[src/hw/rtl/lbfifo_pkg.sv]
// lbfifo_pkg: shared types and constants for the linear byte fifo
// request and status codes, field widths, controller command struct
// no dependencies
`timescale 1ns / 1ps

package lbfifo_pkg;

  // default store depth in bytes
  localparam int CAPACITY_DEF = 4096;

  // fixed field widths
  localparam int COUNT_W = 13;
  localparam int BYTE_W  = 8;

  // request kind carried in s_tuser
  typedef enum logic [1:0] {
    REQ_WRITE = 2'd0,
    REQ_READ  = 2'd1,
    REQ_FLUSH = 2'd2,
    REQ_NONE  = 2'd3
  } req_t;

  // per-beat result status
  typedef enum logic [1:0] {
    ST_OK     = 2'd0,
    ST_EMPTY  = 2'd1,
    ST_REJECT = 2'd2
  } status_t;

  // controller to datapath commands
  typedef struct packed {
    logic load;   // capture the incoming beat
    logic exec;   // update pointers, touch the store, register the result
  } dp_cmd_t;

endpackage

[src/hw/rtl/lbfifo_ctrl.sv]
// lbfifo_ctrl: sequencing state machine for the linear byte fifo
// accept a beat, execute it, then hold the result until taken
// depends on lbfifo_pkg
`timescale 1ns / 1ps

module lbfifo_ctrl (
  input  logic               clk,
  input  logic               rst,
  input  logic               s_tvalid,
  output logic               s_tready,
  output logic               m_tvalid,
  input  logic               m_tready,
  output lbfifo_pkg::dp_cmd_t cmd
);
  import lbfifo_pkg::*;

  typedef enum logic [2:0] {
    S_IDLE = 3'b001,
    S_EXEC = 3'b010,
    S_OUT  = 3'b100
  } state_t;

  state_t state;
  state_t state_next;

  // next state
  always_comb begin
    state_next = state;
    unique case (state)
      S_IDLE: begin
        if (s_tvalid) state_next = S_EXEC;
      end
      S_EXEC: begin
        state_next = S_OUT;
      end
      S_OUT: begin
        if (m_tready) state_next = S_IDLE;
      end
      default: begin
        state_next = S_IDLE;
      end
    endcase
  end

  // state register
  always_ff @(posedge clk) begin
    if (rst) begin
      state <= S_IDLE;
    end else begin
      state <= state_next;
    end
  end

  // handshake and commands
  assign s_tready = (state == S_IDLE);
  assign m_tvalid = (state == S_OUT);
  assign cmd.load = s_tvalid && (state == S_IDLE);
  assign cmd.exec = (state == S_EXEC);

endmodule

[config.mk]
export PLATFORM = sky130hd
export DESIGN_NAME = lbfifo_ctrl
export DESIGN_NICKNAME = d
export VERILOG_FILES = /design/src/hw/rtl/lbfifo_pkg.sv /design/src/hw/rtl/lbfifo_ctrl.sv
export SDC_FILE = /design/constraint.sdc
export NUM_CORES = 1
export LEC_CHECK = 0
export ABC_AREA = 1
export BUFFER_PORTS_ARGS = -buffer_cell sky130_fd_sc_hd__buf_2
export CAP_MARGIN = 20
export CORE_AREA = 4 4 41 43
export CTS_BUF_LIST = sky130_fd_sc_hd__clkbuf_16
export DETAILED_ROUTE_END_ITERATION = 16
export DIE_AREA = 0 0 45 47
export MAX_ROUTING_LAYER = met4
export SLEW_MARGIN = 15
export SYNTH_ARGS = -nofsm -noshare
export SYNTH_HDL_FRONTEND = slang
export SYNTH_SLANG_ARGS = --single-unit
[constraint.sdc]
create_clock -name clk -period 0.85 [get_ports clk]
set_input_delay 0.17 -clock clk [delete_from_list [all_inputs] [get_ports clk]]
set_output_delay 0.17 -clock clk [all_outputs]
set_load 0.01 [all_outputs]
==> results.txt <==
Storage cell area: 68.8 um^2
Setup violators final: 5
Met3 usage: 0.0498
Min setup slack post-route: -0.230 ns
Ys Warns: 0
Most flops, register: state
Fraction of layout cells with a size suffix above 1: 0.629
Slowest-stage cell, CP: dfxtp_4
Net count, final: 40
Initial Util: 0.119
Slew HR: 0.910
Comb power frac: 0.107
Area occupied by multi-input gates: 81.3 um^2
Global route hottest layer: met4
H-tree level count: 1
Distinct cells, synth: 11
Arr. time, crit path: 0.91 ns
Detailed Routing Iterations Pass 1: 4
CTS tree: yes
Max clock buf depth: 2
Initial DRC count: 3
CP peak stage delay: 0.35 ns
Final period utilization: 1.27
Synthesized area: 155 um^2
Hold slack final: 0.130 ns
GRT Util Overall: 0.0498
Setup crit end kind: primary output
FMAX: 926 MHz
Worst IR Drop VDD: 0.000865 V
Filler Cell Count: 150
GR met2 Demand/Resource: 0.0395
Placement Rows: 13
Net Sw Frac: 0.192
M1 GR Usage: 0.0500
Worst hold path class: in -> reg
Drt total wl: 375 um
CP Cell Sequence: inv_4, nand3_4, nor2_2, buf_2
CP max FO: 5
Leak pwr: 0.173 nW
Internal: 0.000814 W
Clock latency on the worst-skew pair: 0.22 ns
Syn_area_per_cell: 6.75 um^2
Place WS: -0.0564 ns
Largest regs: state (3)
Die W: 45 um
Final ANT Viol Nets: 0
Gate Count Post-Synth: 23
Minimum clock period: 1.08 ns
Core ar.: 1300 um^2
Clk slew on worst S/H paths: 0.03 ns
Vias in the first global route: 147
Critical path type: reg -> out
Via Count: 177
Sequential share of power: 0.170
Initial antenna violation count: 0
Outcome: complete, but fails checks
Switching pwr: 0.000194 W
Synth Net Count: 27
Worst-margin pin slew: 0.133 ns
Power share of the clock group: 0.723
Residual DRC count: 0
Largest register FFs: 3
Max cap viols: 0
Post-layout util: 0.253
Hold Vio Cnt, Final: 0
Io pins: 8
Per-cell routed wire length: 7.50 um
Worst Path Buf+Inv: 2
WP data required: 0.68 ns
Top cells by area, synth: dfxtp_1 39%, inv_1 15%, nand3_1 9.7%
DP HPWL: 255 um
Die footprint: 2120 um^2
Pwr dens: 3060 nW/um^2
Clock Skews: 0.000645 ns
Clock root cell: clkbuf_16
Chip height: 47 um
Failing checks: setup timing
Routability cong.: 0.575
# diodes: 0
CTS Buf Count: 3
Seq cells post-synth: 3
Register area share after synthesis: 0.387
First-pass GRT wire length: 600 um
Area share of the largest cell type after synthesis: 0.387
Final Slew Violations: 0
# clock sinks: 3
Crit path launch type: flop
GRT overflow: 0
Largest net degree at the start of global routing: 6
Drt via density: 3.54
Area grow syn2layout: 112%
RSZ-0062 raised after global routing: yes
Area leader, netlist: dfxtp_1
Critical path's top delay family: flip-flops
Input/output buffers: 7
-- through the flow --
step	TNS (ns)	cell area (um^2)	power, W	std cells
after floorplan	0	155	0.000220	23
after CTS	-0.921	299	0.00100	49
final	-0.830	329	0.00101	50
after global routing	-1.15	329	0.00106	50
after detailed placement	-0.113	209	0.000250	45
after global placement	-0.0994	209	0.000249	45
-- layer usage --
| layer | part of all wire | up-vias |
|---|---|---|
| met5 | 0 | - |
| met3 | 0.14 | 2 |
| li1 | - | 92 |
| met4 | 0.045 | 0 |
| met2 | 0.38 | 9 |
| met1 | 0.43 | 74 |
-- cells by family after synthesis --
group | synth area share
AOI/OAI and AO/OA | 0.0322
buffers and inverters | 0.218
and+or+nand+nor | 0.363
DFF | 0.387
-- area by class of cell --
class	instances	share of cell area
Multi-Input combinational cell	12	0.247
Clock buffer	3	0.228
Sequential cell	3	0.209
Timing Repair Buffer	9	0.152
Inverter	7	0.0951
Tap cell	15	0.0570
Clock inverter	1	0.0114
-- power by group through the flow --
stage | clock network (W) | logic (W) | registers [W]
6_report | 0.000728 | 0.000108 | 0.000171
5_1_grt | 0.000762 | 0.000120 | 0.000175
4_1_cts | 0.000744 | 0.0000916 | 0.000169
3_5_place_dp | 0 | 0.0000841 | 0.000166
3_3_place_gp | 0 | 0.0000836 | 0.000165
2_1_floorplan | 0 | 0.0000556 | 0.000164
-- synth_stat cells --
master and instances:
nor3_1 2, inv_2 1, nand3_1 3, dfxtp_1 3, nand3_2 1, nor2_1 3, buf_4 1, a21oi_1 1
inv_1 6, nand2_1 1, nor2_2 1
-- path summary, 6_finish.rpt --
kind,startpoint,to,slack (ns),depth (start not counted)
setup / recovery,state[1],cmd[1],-0.23,4
hold / removal,rst,state[2],0.13,2
setup reg to reg,state[1],state[0],0,6
hold reg to reg,state[2],state[2],0.53,2
-- worst register-to-register path: stages (launching register included) --
cell,delay (ns)
dfxtp_4,0.37
inv_4,0.04
nand3_4,0.07
buf_4,0.12
nor2_2,0.02
nor2_1,0.07
nand2_1,0.05
-- what timing repair did --
item | in CTS | in global routing
buffers inserted | 0 | 1
resized for setup | 5 | 7
endpoints found under the setup margin | 5 | 6
hold buffers | 0 | 0
pin swaps | 1 | 0
-- cell usage in the layout (no fill, tap or decap), drive strengths merged --
cell / n
nand3: 4
nand2: 1
nor3: 2
inv: 8
buf: 9
clkbuf: 3
a21oi: 1
dfxtp: 3
nor2: 4
(Power assumes the default switching activity.)
